`src/hw/rtl/pue_pkg.sv`:
```
// Shared types, constants and functions for the pixel unpack / extreme tracker.
// Used by every module under hw/rtl; has no dependencies of its own.
package pue_pkg;

   // Field and counter widths
   localparam int DIM_BITS       = 16;
   localparam int FRAME_BITS     = 16;
   localparam int RAW_BITS       = 32;
   localparam int PIX_BITS       = 31;
   localparam int OFF_BITS       = 50;
   localparam int BPP_BITS       = 3;
   localparam int BITS_W         = 5;
   localparam int CSR_INDEX_BITS = 3;
   localparam int CSR_DATA_BITS  = (FRAME_BITS + 1 > DIM_BITS) ? FRAME_BITS + 1 : DIM_BITS;

   // frame * height + row
   localparam int BASE_BITS  = FRAME_BITS + DIM_BITS + 1;
   // a dimension times a byte count of at most 4
   localparam int SCALE_BITS = DIM_BITS + BPP_BITS;

   // Register indexes of the write port
   typedef enum logic [CSR_INDEX_BITS-1:0] {
      CSR_IMAGE_WIDTH     = 3'd0,
      CSR_IMAGE_HEIGHT    = 3'd1,
      CSR_BYTES_PER_PIXEL = 3'd2,
      CSR_BITS_STORED     = 3'd3,
      CSR_HIGH_BIT        = 3'd4,
      CSR_SIGNED_PIXELS   = 3'd5,
      CSR_CURRENT_FRAME   = 3'd6,
      CSR_FRAME_COUNT     = 3'd7
   } csr_index_type;

   typedef struct packed {
      logic [DIM_BITS-1:0]   image_width;
      logic [DIM_BITS-1:0]   image_height;
      logic [BPP_BITS-1:0]   bytes_per_pixel;
      logic [BITS_W-1:0]     bits_stored;
      logic [BITS_W-1:0]     high_bit;
      logic                  signed_pixels;
      logic [FRAME_BITS-1:0] current_frame;
      logic [FRAME_BITS:0]   frame_count;
   } cfg_type;

   // Per-stage load strobes of the three-deep pipeline
   typedef struct packed {
      logic load1;
      logic load2;
      logic load3;
   } stage_ctl_type;

   // Byte count: 0 acts as 1, anything above 4 acts as 4
   function automatic logic [BPP_BITS-1:0] clamp_bpp(input logic [BPP_BITS-1:0] bpp);
      logic [BPP_BITS-1:0] res;
      if (bpp == '0) begin
         res = BPP_BITS'(1);
      end else if (bpp > BPP_BITS'(4)) begin
         res = BPP_BITS'(4);
      end else begin
         res = bpp;
      end
      return res;
   endfunction

   // x * bpp as shift-add; bpp is already clamped to 1..4
   function automatic logic [SCALE_BITS-1:0] scale_bpp(input logic [DIM_BITS-1:0] x,
                                                       input logic [BPP_BITS-1:0] bpp);
      logic [SCALE_BITS-1:0] ext;
      ext = SCALE_BITS'(x);
      return (bpp[0] ? ext : '0) + (bpp[1] ? (ext << 1) : '0) + (bpp[2] ? (ext << 2) : '0);
   endfunction

   // Byte select, alignment shift, stored-bit mask and sign handling
   function automatic logic [PIX_BITS-1:0] extract_pixel(
      input logic [RAW_BITS-1:0] raw,
      input logic [BPP_BITS-1:0] bpp,
      input logic [BITS_W-1:0]   bits_stored,
      input logic [BITS_W-1:0]   high_bit,
      input logic                signed_pixels
   );
      logic [RAW_BITS-1:0] byte_mask;
      logic [BITS_W:0]     top_pos;
      logic [BITS_W:0]     stored_ext;
      logic [BITS_W:0]     shift;
      logic [RAW_BITS-1:0] v;
      logic [BITS_W-1:0]   keep;
      logic [RAW_BITS-1:0] keep_mask;
      logic [BITS_W-1:0]   sign_pos;
      // bpp is 1..4, so the byte mask covers 8..32 bits
      byte_mask  = ~({RAW_BITS{1'b1}} << {bpp, 3'b000});
      top_pos    = {1'b0, high_bit} + (BITS_W + 1)'(1);
      stored_ext = {1'b0, bits_stored};
      shift      = (top_pos >= stored_ext) ? (top_pos - stored_ext) : '0;
      v          = (raw & byte_mask) >> shift;
      sign_pos   = bits_stored - BITS_W'(1);
      keep       = signed_pixels ? sign_pos : bits_stored;
      keep_mask  = ~({RAW_BITS{1'b1}} << keep);
      // a negative signed pixel, or a signed pixel with no stored bits, reads as zero
      if (signed_pixels && ((bits_stored == '0) || v[sign_pos])) begin
         v = '0;
      end else begin
         v = v & keep_mask;
      end
      return v[PIX_BITS-1:0];
   endfunction

endpackage

```
`src/hw/rtl/pue_csr.sv`:
```
// Configuration register file of the pixel unpacker.
// Depends on pue_pkg (cfg_type, register index codes).
module pue_csr (
   input  logic                                 clock,
   input  logic                                 reset,
   input  logic                                 csr_write_enable,
   input  logic [pue_pkg::CSR_INDEX_BITS-1:0]  csr_index,
   input  logic [pue_pkg::CSR_DATA_BITS-1:0]   csr_wdata,
   output pue_pkg::cfg_type                     cfg
);

   pue_pkg::cfg_type cfg_ff;
   pue_pkg::cfg_type cfg_in;

   // Decode the write
   always_comb begin
      cfg_in = cfg_ff;
      if (csr_write_enable) begin
         unique case (pue_pkg::csr_index_type'(csr_index))
            pue_pkg::CSR_IMAGE_WIDTH:
               cfg_in.image_width = csr_wdata[pue_pkg::DIM_BITS-1:0];
            pue_pkg::CSR_IMAGE_HEIGHT:
               cfg_in.image_height = csr_wdata[pue_pkg::DIM_BITS-1:0];
            pue_pkg::CSR_BYTES_PER_PIXEL:
               cfg_in.bytes_per_pixel = csr_wdata[pue_pkg::BPP_BITS-1:0];
            pue_pkg::CSR_BITS_STORED:
               cfg_in.bits_stored = csr_wdata[pue_pkg::BITS_W-1:0];
            pue_pkg::CSR_HIGH_BIT:
               cfg_in.high_bit = csr_wdata[pue_pkg::BITS_W-1:0];
            pue_pkg::CSR_SIGNED_PIXELS:
               cfg_in.signed_pixels = csr_wdata[0];
            pue_pkg::CSR_CURRENT_FRAME:
               cfg_in.current_frame = csr_wdata[pue_pkg::FRAME_BITS-1:0];
            pue_pkg::CSR_FRAME_COUNT:
               cfg_in.frame_count = csr_wdata[pue_pkg::FRAME_BITS:0];
         endcase
      end
   end

   always_ff @(posedge clock) begin
      if (reset) begin
         cfg_ff.image_width     <= pue_pkg::DIM_BITS'(1);
         cfg_ff.image_height    <= pue_pkg::DIM_BITS'(1);
         cfg_ff.bytes_per_pixel <= pue_pkg::BPP_BITS'(2);
         cfg_ff.bits_stored     <= pue_pkg::BITS_W'(16);
         cfg_ff.high_bit        <= pue_pkg::BITS_W'(15);
         cfg_ff.signed_pixels   <= 1'b0;
         cfg_ff.current_frame   <= '0;
         cfg_ff.frame_count     <= (pue_pkg::FRAME_BITS + 1)'(1);
      end else begin
         cfg_ff <= cfg_in;
      end
   end

   assign cfg = cfg_ff;

endmodule

```
`src/hw/rtl/pue_raster.sv`:
```
// Column / row position counters in raster order, with end-of-frame detect.
// Depends on pue_pkg (cfg_type, DIM_BITS).
module pue_raster (
   input  logic                           clock,
   input  logic                           reset,
   input  logic                           accept,
   input  pue_pkg::cfg_type               cfg,
   output logic [pue_pkg::DIM_BITS-1:0]   column,
   output logic [pue_pkg::DIM_BITS-1:0]   row,
   output logic                           end_of_frame
);

   logic [pue_pkg::DIM_BITS-1:0] col_ff, col_in;
   logic [pue_pkg::DIM_BITS-1:0] row_ff, row_in;
   logic                         last_col;
   logic                         last_row;

   // A dimension of zero wraps on every beat, same as one
   assign last_col = ({1'b0, col_ff} + (pue_pkg::DIM_BITS + 1)'(1))
                     >= {1'b0, cfg.image_width};
   assign last_row = ({1'b0, row_ff} + (pue_pkg::DIM_BITS + 1)'(1))
                     >= {1'b0, cfg.image_height};

   // Advance position on each accepted beat
   always_comb begin
      col_in = col_ff;
      row_in = row_ff;
      if (accept) begin
         if (last_col) begin
            col_in = '0;
            row_in = last_row ? '0 : row_ff + pue_pkg::DIM_BITS'(1);
         end else begin
            col_in = col_ff + pue_pkg::DIM_BITS'(1);
         end
      end
   end

   always_ff @(posedge clock) begin
      if (reset) begin
         col_ff <= '0;
         row_ff <= '0;
      end else begin
         col_ff <= col_in;
         row_ff <= row_in;
      end
   end

   assign column       = col_ff;
   assign row          = row_ff;
   assign end_of_frame = last_col && last_row;

endmodule

```
`src/hw/rtl/pue_pixel.sv`:
```
// Pixel extraction and running min / max per frame, three register stages.
// Depends on pue_pkg (cfg_type, stage_ctl_type, extract_pixel, clamp_bpp).
module pue_pixel (
   input  logic                           clock,
   input  logic                           reset,
   input  pue_pkg::stage_ctl_type         ctl,
   input  pue_pkg::cfg_type               cfg,
   input  logic [pue_pkg::RAW_BITS-1:0]   raw_word,
   input  logic                           eof_in,
   output logic [pue_pkg::PIX_BITS-1:0]   pixel_value,
   output logic                           end_of_frame,
   output logic [pue_pkg::PIX_BITS-1:0]   frame_min,
   output logic [pue_pkg::PIX_BITS-1:0]   frame_max
);

   // stage 1: raw input
   logic [pue_pkg::RAW_BITS-1:0] raw1_ff;
   logic                         eof1_ff;
   // stage 2: unpacked pixel and extremes
   logic [pue_pkg::PIX_BITS-1:0] pix2_ff, min2_ff, max2_ff;
   logic                         eof2_ff;
   // stage 3: result register
   logic [pue_pkg::PIX_BITS-1:0] pix3_ff, min3_ff, max3_ff;
   logic                         eof3_ff;
   // running extremes of the current frame
   logic [pue_pkg::PIX_BITS-1:0] run_min_ff, run_min_in;
   logic [pue_pkg::PIX_BITS-1:0] run_max_ff, run_max_in;

   logic [pue_pkg::PIX_BITS-1:0] pix1;
   logic [pue_pkg::PIX_BITS-1:0] new_min;
   logic [pue_pkg::PIX_BITS-1:0] new_max;

   assign pix1 = pue_pkg::extract_pixel(raw1_ff, pue_pkg::clamp_bpp(cfg.bytes_per_pixel),
                                        cfg.bits_stored, cfg.high_bit, cfg.signed_pixels);
   assign new_min = (pix1 < run_min_ff) ? pix1 : run_min_ff;
   assign new_max = (pix1 > run_max_ff) ? pix1 : run_max_ff;

   // Extremes restart after the last pixel of a frame
   always_comb begin
      run_min_in = run_min_ff;
      run_max_in = run_max_ff;
      if (ctl.load2) begin
         run_min_in = eof1_ff ? '1 : new_min;
         run_max_in = eof1_ff ? '0 : new_max;
      end
   end

   always_ff @(posedge clock) begin
      if (reset) begin
         run_min_ff <= '1;
         run_max_ff <= '0;
      end else begin
         run_min_ff <= run_min_in;
         run_max_ff <= run_max_in;
      end
   end

   // Payload stages
   always_ff @(posedge clock) begin
      if (ctl.load1) begin
         raw1_ff <= raw_word;
         eof1_ff <= eof_in;
      end
      if (ctl.load2) begin
         pix2_ff <= pix1;
         eof2_ff <= eof1_ff;
         min2_ff <= eof1_ff ? new_min : '0;
         max2_ff <= eof1_ff ? new_max : '0;
      end
      if (ctl.load3) begin
         pix3_ff <= pix2_ff;
         eof3_ff <= eof2_ff;
         min3_ff <= min2_ff;
         max3_ff <= max2_ff;
      end
   end

   assign pixel_value  = pix3_ff;
   assign end_of_frame = eof3_ff;
   assign frame_min    = min3_ff;
   assign frame_max    = max3_ff;

endmodule

```
`src/hw/rtl/pue_offset.sv`:
```
// Byte offset of each pixel in the multi-frame buffer, plus frame range check.
// Depends on pue_pkg (cfg_type, stage_ctl_type, scale_bpp, clamp_bpp).
module pue_offset (
   input  logic                           clock,
   input  pue_pkg::stage_ctl_type         ctl,
   input  pue_pkg::cfg_type               cfg,
   input  logic [pue_pkg::DIM_BITS-1:0]   column,
   input  logic [pue_pkg::DIM_BITS-1:0]   row,
   output logic [pue_pkg::OFF_BITS-1:0]   byte_offset,
   output logic                           frame_error
);

   logic [pue_pkg::DIM_BITS-1:0]   col1_ff, row1_ff;
   logic [pue_pkg::BASE_BITS-1:0]  base2_ff;
   logic [pue_pkg::SCALE_BITS-1:0] colb2_ff, pitch2_ff;
   logic [pue_pkg::OFF_BITS-1:0]   off3_ff;
   logic                           err3_ff;

   logic [pue_pkg::BPP_BITS-1:0]   bpp;
   logic [pue_pkg::BASE_BITS-1:0]  base1;
   logic [pue_pkg::OFF_BITS-1:0]   off2;

   assign bpp = pue_pkg::clamp_bpp(cfg.bytes_per_pixel);

   // frame * height + row  (16x16 multiply)
   assign base1 = pue_pkg::BASE_BITS'(cfg.current_frame) * pue_pkg::BASE_BITS'(cfg.image_height)
                  + pue_pkg::BASE_BITS'(row1_ff);

   // (frame*height + row) * (width*bpp) + col*bpp, kept to offset width
   assign off2 = pue_pkg::OFF_BITS'(base2_ff) * pue_pkg::OFF_BITS'(pitch2_ff)
                 + pue_pkg::OFF_BITS'(colb2_ff);

   always_ff @(posedge clock) begin
      if (ctl.load1) begin
         col1_ff <= column;
         row1_ff <= row;
      end
      if (ctl.load2) begin
         base2_ff  <= base1;
         colb2_ff  <= pue_pkg::scale_bpp(col1_ff, bpp);
         pitch2_ff <= pue_pkg::scale_bpp(cfg.image_width, bpp);
      end
      if (ctl.load3) begin
         off3_ff <= off2;
         err3_ff <= {1'b0, cfg.current_frame} >= cfg.frame_count;
      end
   end

   assign byte_offset = off3_ff;
   assign frame_error = err3_ff;

endmodule

```
`src/hw/rtl/pixel_unpack_extreme_tracker.sv`:
```
// Pixel unpacker with per-frame min / max: top level.
// Instantiates pue_csr, pue_raster, pue_pixel and pue_offset; uses pue_pkg.
//
// Usage:
//   req_*  : one raw little-endian pixel word per beat, raster order, for the
//            frame selected by the current_frame register.
//   rsp_*  : one result beat per request beat, in order: unpacked pixel, its
//            byte offset in the multi-frame buffer, end-of-frame flag with the
//            frame's min / max on that beat, and the frame range error flag.
//   csr_*  : write-only register port; write only while no beat is in flight.
// Path: an accepted beat passes the input stage, the multiply stage and the
//   result register, in that order, before rsp_valid rises.
//   Throughput: one beat per cycle while rsp_ready does not stall it, set by
//   the three-stage pipeline, whose widest step is one 33x19 multiply.
// Stall: a low rsp_ready holds the result register; earlier stages keep
//   filling, so up to three beats are held before req_ready drops.
// Reset: CSR registers return to their defaults, position counters go to
//   the first pixel, the running min / max are cleared, the pipeline empties.
module pixel_unpack_extreme_tracker (
   input  logic                                 clock,
   input  logic                                 reset,
   input  logic                                 req_valid,
   output logic                                 req_ready,
   input  logic [pue_pkg::RAW_BITS-1:0]         req_raw_word,
   output logic                                 rsp_valid,
   input  logic                                 rsp_ready,
   output logic [pue_pkg::PIX_BITS-1:0]         rsp_pixel_value,
   output logic [pue_pkg::OFF_BITS-1:0]         rsp_byte_offset,
   output logic                                 rsp_end_of_frame,
   output logic [pue_pkg::PIX_BITS-1:0]         rsp_frame_min,
   output logic [pue_pkg::PIX_BITS-1:0]         rsp_frame_max,
   output logic                                 rsp_frame_error,
   input  logic                                 csr_write_enable,
   input  logic [pue_pkg::CSR_INDEX_BITS-1:0]  csr_index,
   input  logic [pue_pkg::CSR_DATA_BITS-1:0]   csr_wdata
);

   pue_pkg::cfg_type             cfg;
   pue_pkg::stage_ctl_type       ctl;
   logic [pue_pkg::DIM_BITS-1:0] column;
   logic [pue_pkg::DIM_BITS-1:0] row;
   logic                         eof0;

   logic v1_ff, v1_in;
   logic v2_ff, v2_in;
   logic v3_ff, v3_in;
   logic ready2;
   logic ready3;

   // Pipeline flow: a stage loads when it is empty or its contents move on
   assign ready3    = !v3_ff || rsp_ready;
   assign ready2    = !v2_ff || ready3;
   assign req_ready = !v1_ff || ready2;

   assign ctl.load1 = req_valid && req_ready;
   assign ctl.load2 = v1_ff && ready2;
   assign ctl.load3 = v2_ff && ready3;

   assign v1_in = ctl.load1 || (v1_ff && !ctl.load2);
   assign v2_in = ctl.load2 || (v2_ff && !ctl.load3);
   assign v3_in = ctl.load3 || (v3_ff && !rsp_ready);

   always_ff @(posedge clock) begin
      if (reset) begin
         v1_ff <= 1'b0;
         v2_ff <= 1'b0;
         v3_ff <= 1'b0;
      end else begin
         v1_ff <= v1_in;
         v2_ff <= v2_in;
         v3_ff <= v3_in;
      end
   end

   assign rsp_valid = v3_ff;

   pue_csr u_csr (
      .clock            (clock),
      .reset            (reset),
      .csr_write_enable (csr_write_enable),
      .csr_index        (csr_index),
      .csr_wdata        (csr_wdata),
      .cfg              (cfg)
   );

   pue_raster u_raster (
      .clock        (clock),
      .reset        (reset),
      .accept       (ctl.load1),
      .cfg          (cfg),
      .column       (column),
      .row          (row),
      .end_of_frame (eof0)
   );

   pue_pixel u_pixel (
      .clock        (clock),
      .reset        (reset),
      .ctl          (ctl),
      .cfg          (cfg),
      .raw_word     (req_raw_word),
      .eof_in       (eof0),
      .pixel_value  (rsp_pixel_value),
      .end_of_frame (rsp_end_of_frame),
      .frame_min    (rsp_frame_min),
      .frame_max    (rsp_frame_max)
   );

   pue_offset u_offset (
      .clock       (clock),
      .ctl         (ctl),
      .cfg         (cfg),
      .column      (column),
      .row         (row),
      .byte_offset (rsp_byte_offset),
      .frame_error (rsp_frame_error)
   );

   // Extremes are only reported on the last pixel of a frame
   assert property (@(posedge clock) disable iff (reset)
      rsp_valid && !rsp_end_of_frame |-> rsp_frame_min == '0 && rsp_frame_max == '0)
      else $error("frame min/max nonzero off end of frame");

   // Every frame has at least one pixel, so min never exceeds max
   assert property (@(posedge clock) disable iff (reset)
      rsp_valid && rsp_end_of_frame |-> rsp_frame_min <= rsp_frame_max)
      else $error("frame min above frame max");

   // A full, stalled pipeline must refuse new beats
   assert property (@(posedge clock) disable iff (reset)
      v1_ff && v2_ff && v3_ff && !rsp_ready |-> !req_ready)
      else $error("request accepted into a full pipeline");

   // An accepted beat always lands in the first stage
   assert property (@(posedge clock) disable iff (reset)
      req_valid && req_ready |=> v1_ff)
      else $error("accepted beat lost at input stage");

endmodule

```
`config.mk`:
```
export PLATFORM = sky130hd
export DESIGN_NAME = pixel_unpack_extreme_tracker
export DESIGN_NICKNAME = d
export VERILOG_FILES = /design/src/hw/rtl/pue_pkg.sv /design/src/hw/rtl/pue_csr.sv /design/src/hw/rtl/pue_raster.sv /design/src/hw/rtl/pue_pixel.sv /design/src/hw/rtl/pue_offset.sv /design/src/hw/rtl/pixel_unpack_extreme_tracker.sv
export SDC_FILE = /design/constraint.sdc
export NUM_CORES = 2
export LEC_CHECK = 0
export BUFFER_PORTS_ARGS = -buffer_cell sky130_fd_sc_hd__clkbuf_2
export CORE_ASPECT_RATIO = 1.75
export CORE_MARGIN = 5
export CORE_UTILIZATION = 60
export CTS_BUF_LIST = sky130_fd_sc_hd__clkbuf_16
export DETAILED_ROUTE_END_ITERATION = 8
export PLACE_DENSITY = 0.78
export SLEW_MARGIN = 25
export SYNTH_ARGS = -nofsm -noshare
export SYNTH_HDL_FRONTEND = slang
export SYNTH_SLANG_ARGS = --single-unit
```
`constraint.sdc`:
```
create_clock -name clock -period 22.2 [get_ports clock]
set_input_delay 2.22 -clock clock [delete_from_list [all_inputs] [get_ports clock]]
set_output_delay 2.22 -clock clock [all_outputs]
set_load 0.1 [all_outputs]
```
==> impl_results.rst <==
.. list-table::
   :header-rows: 1

   * - Metric
     - Value
   * - Run status
     - complete, no violations
   * - Clock latency at the later pin of the worst-skew pair
     - 0.69 ns
   * - Worst Tran Pin Value
     - 1.14 ns
   * - Biggest cell delay along the critical path
     - 0.88 ns
   * - Pin count of the biggest net entering global routing
     - 86
   * - Hold_sp
     - u_pixel.pix2_ff[24]$_DFFE_PP_
   * - Sequential cell area fraction in the yosys report
     - 26.1%
   * - Initial antenna violation count
     - 1
   * - Commonest cells after routing, fill and taps aside
     - sky130_fd_sc_hd__inv_1 (1002), sky130_fd_sc_hd__nand2_1 (955), sky130_fd_sc_hd__fa_1 (782)
   * - WP data required
     - 22.82 ns
   * - Critical R2R Capture
     - u_pixel.run_max_ff[24]$_SDFFE_PP0P_
   * - Via count
     - 42700
   * - Pre-CTS setup slack
     - 12.03 ns
   * - Hold path depth
     - 0
   * - Maximum fanout along the worst path
     - 36
   * - Initial cell density of the core
     - 60.3%
   * - Mapped Avg Cell Area
     - 9.66 um2
   * - Number of top-level design ports
     - 204
   * - Number of enable-type register cells in the synthesized netlist
     - 375
   * - Count of max-cap constraint violations
     - 0
   * - Post-route antenna net violation count
     - 0
   * - Die outline height
     - 417 um
   * - Worst clock skew
     - 0.0498 ns
   * - WL/cell
     - 22.5 um
   * - Worst hold path class
     - reg -> reg
   * - Signal arrival time at the worst endpoint
     - 10.93 ns
   * - Hold endpoint
     - u_pixel.pixel_value[24]$_DFFE_PP_
   * - Floorplan Core Area
     - 94100 um2
   * - Flip-flop and latch area
     - 14800 um2
   * - Overall overflow remaining after global route
     - 0
   * - CP Capture Type
     - flop
   * - Areal power density over the cells
     - 112 nW/um2
   * - Total of buffers placed on input and output ports
     - 203
   * - Number of sinks handled by clock tree synthesis
     - 551
   * - TritonCTS Buffers
     - 52
   * - Avg Vias per Cell
     - 5.96
   * - Vias in the first global route
     - 46900
   * - Worst-case vdd ir drop
     - 0.109 mV
   * - Final wirelength
     - 161 mm
   * - Clock-pin slew of the registers on the worst-case setup and hold paths
     - 0.07 ns
   * - Max Freq
     - 97.0 MHz
   * - Number of warnings reported in the yosys synthesis log
     - 0
   * - Critical setup path kind
     - reg -> reg
   * - Count of unique library cells instantiated by Yosys
     - 93
   * - Hold Buf Count CTS
     - 0
   * - Worst Setup Slack, final
     - 11.89 ns
   * - Global-route wire length before repair
     - 252 mm
   * - Leading post-synthesis cells by cell area
     - sky130_fd_sc_hd__fa_1 (28%), sky130_fd_sc_hd__edfxtp_1 (20%), sky130_fd_sc_hd__ha_1 (9.4%)
   * - Post-cts repair resize count
     - 0
   * - Hold slack final
     - 0.417 ns
   * - GR Util met2
     - 59.7%
   * - Leakage Power
     - 27.7 nW
   * - Slew headroom
     - 23.3%
   * - CTS tree
     - yes
   * - Met1 Track Usage GR
     - 31.6%
   * - Fill cell instance count of the final layout
     - 7447
   * - Cell repeated most along the worst path
     - sky130_fd_sc_hd__o21a_1
   * - Fraction of the cycle the final worst path needs
     - 46.4%
   * - R2R cell count
     - 31
   * - DRC violation count after routing
     - 0
   * - Kind of launch point of the worst setup path
     - flop
   * - Yosys top cell by area
     - sky130_fd_sc_hd__fa_1
   * - Combined global-route utilization of all metal layers
     - 31.9%
   * - Synthesis-stage register bit count
     - 551
   * - Yosys top cell area share
     - 27.6%
   * - Fraction of synthesis flops using an asynchronous set or reset pin
     - 0%
   * - Hold Violations, Final
     - 0
   * - Total Neg Setup Slack
     - 0 ns
   * - First-iteration detailed-routing DRC count
     - 2872
   * - Final setup vio count
     - 0
   * - Unrepaired setup endpoints after global routing
     - false
   * - Maximum buffer depth of the clock tree
     - 3
   * - Fraction of final layout cells sized beyond drive strength 1
     - 8.09%
   * - Time the worst path needs with I/O delays and setup
     - 10.31 ns
   * - GR Util met3
     - 3.87%
   * - Total number of placement rows
     - 149
   * - Total power of the final layout
     - 0.00676 W
   * - Weighted congestion reported at the end of routability-driven placement
     - 0.995
   * - Die Span X
     - 242 um
   * - Post-Syn Instances
     - 5875
   * - Synthesized area
     - 56700 um2
   * - Total area of multi-input combinational cells
     - 37000 um2
   * - Leading cell type in the layout, fill and taps excluded
     - sky130_fd_sc_hd__inv_1
   * - GRT busiest layer
     - met2
   * - Final Slew Violations
     - 0
   * - Minimum setup slack among reg-to-reg paths
     - 11.89 ns
   * - Layout-stage area growth over the synthesis result
     - 6.86%
   * - Clock root buffer master
     - sky130_fd_sc_hd__clkbuf_16
   * - Most common flop cell mapped by yosys
     - sky130_fd_sc_hd__edfxtp_1
   * - Slowest cell on the critical path
     - sky130_fd_sc_hd__a211o_2
   * - Number of detailed-route iterations in the first pass
     - 6
   * - HPWL after detailed placement
     - 125 mm
   * - Max H-tree Level
     - 2
   * - Buffer count from post-CTS setup fixing
     - 0
   * - Launching point of the worst reg2reg path
     - u_csr.cfg[39]$_SDFFE_PP0P_
   * - Mapped Nets
     - 7141
   * - Final net count
     - 7178
   * - Die area
     - 101000 um2
==> cells by family after synthesis <==
logic type      Yosys count  synth area share (%)
xor+xnor                139                  2.15
mux                      67                  1.29
fa+ha+maj              1209                  37.0
flops                   551                  26.1
compound gates          758                  9.55
buf+inv                1308                  8.89
simple gates           1843                  15.1
==> state kept, by name, summed over array words and instances (netlist names), 31 cells and up <==
signal	cells
u_pixel.frame_min	31
u_offset.byte_offset	50
u_pixel.max2_ff	31
u_pixel.min2_ff	31
u_pixel.run_min_ff	31
u_pixel.run_max_ff	31
u_pixel.raw1_ff	32
u_pixel.pix2_ff	31
u_csr.cfg	79
u_offset.base2_ff	33
u_pixel.frame_max	31
u_pixel.pixel_value	31
==> cells in the mapped netlist (12+ instances only) <==
cell type,n
sky130_fd_sc_hd__o211ai_1,18
sky130_fd_sc_hd__and2_1,310
sky130_fd_sc_hd__a22o_1,20
sky130_fd_sc_hd__nand3_1,105
sky130_fd_sc_hd__xor2_1,48
sky130_fd_sc_hd__a31oi_1,18
sky130_fd_sc_hd__a211oi_1,20
sky130_fd_sc_hd__mux2i_1,57
sky130_fd_sc_hd__fa_1,782
sky130_fd_sc_hd__ha_1,427
sky130_fd_sc_hd__nand4_1,33
sky130_fd_sc_hd__nand2_1,955
sky130_fd_sc_hd__a2bb2oi_2,30
sky130_fd_sc_hd__nor3_1,49
sky130_fd_sc_hd__edfxtp_1,375
sky130_fd_sc_hd__nand2b_1,18
sky130_fd_sc_hd__a21boi_0,12
sky130_fd_sc_hd__clkbuf_1,259
sky130_fd_sc_hd__dfxtp_1,176
sky130_fd_sc_hd__xnor2_1,91
sky130_fd_sc_hd__inv_1,998
sky130_fd_sc_hd__o21ai_0,104
sky130_fd_sc_hd__o31ai_1,39
sky130_fd_sc_hd__nor2b_1,37
sky130_fd_sc_hd__or3_1,14
sky130_fd_sc_hd__buf_2,23
sky130_fd_sc_hd__and3_1,48
sky130_fd_sc_hd__o21a_1,41
sky130_fd_sc_hd__nor2_1,210
sky130_fd_sc_hd__a21o_1,67
sky130_fd_sc_hd__a21oi_1,225
sky130_fd_sc_hd__a22oi_1,26
sky130_fd_sc_hd__nor4_1,13
==> where the power goes <==
| group | internal [W] | total [W] | switching, W |
|---|---|---|---|
| sequential | 0.00138 | 0.00143 | 0.0000515 |
| combinational | 0.00167 | 0.00433 | 0.00266 |
| clock | 0.000564 | 0.00100 | 0.000437 |
| total | 0.00362 | 0.00676 | 0.00315 |
==> through the flow <==
step	cells	instance area [um2]	util, %
floorplan	5875	56700	-
global placement	7065	58700	62.3
detailed placement	7066	58700	62.4
CTS	7164	60600	64.4
global route	7165	60600	64.4
finish	7166	60600	64.4
==> area by class of cell <==
cell class / instances / area share (%)
inverters: 999 / 6.19
diodes: 2 / 0.00825
multi-input cells: 4016 / 61.0
flip-flops and latches: 551 / 24.4
repair buffers: 292 / 2.81
clock inverters: 46 / 0.993
well taps: 1208 / 2.49
clock buffers: 52 / 2.15
==> critical path: cells and delay by family (launching register included) <==
| kind | cells | cell delay, ns |
|---|---|---|
| AND/OR/NAND/NOR | 6 | 1.57 |
| AO/OA/AOI/OAI | 19 | 6.84 |
| flip-flops | 1 | 0.30 |
| buffers and inverters | 2 | 0.35 |
| multiplexers | 1 | 0.14 |
| adder cells (fa/ha/maj) | 3 | 1.05 |
==> how the worst max path moves through the flow <==
stage | endpoint | from | cells past startpoint
after floorplan | u_offset.byte_offset[0]$_DFFE_PP_ | rsp_ready | 2
after global placement | u_pixel.run_max_ff[22]$_SDFFE_PP0P_ | u_csr.cfg[39]$_SDFFE_PP0P_ | 31
after detailed placement | u_pixel.run_max_ff[20]$_SDFFE_PP0P_ | u_csr.cfg[39]$_SDFFE_PP0P_ | 31
after CTS | u_pixel.run_max_ff[24]$_SDFFE_PP0P_ | u_csr.cfg[39]$_SDFFE_PP0P_ | 31
after global routing | u_pixel.run_max_ff[20]$_SDFFE_PP0P_ | u_csr.cfg[39]$_SDFFE_PP0P_ | 31
final | u_pixel.run_max_ff[24]$_SDFFE_PP0P_ | u_csr.cfg[39]$_SDFFE_PP0P_ | 31
==> metal layers <==
layer,vias to the layer above,share of wire [%]
met4,0,9.6
met2,1808,53
li1,18900,-
met1,21200,32
met3,779,5.2
met5,-,0
(Power assumes the default switching activity.)
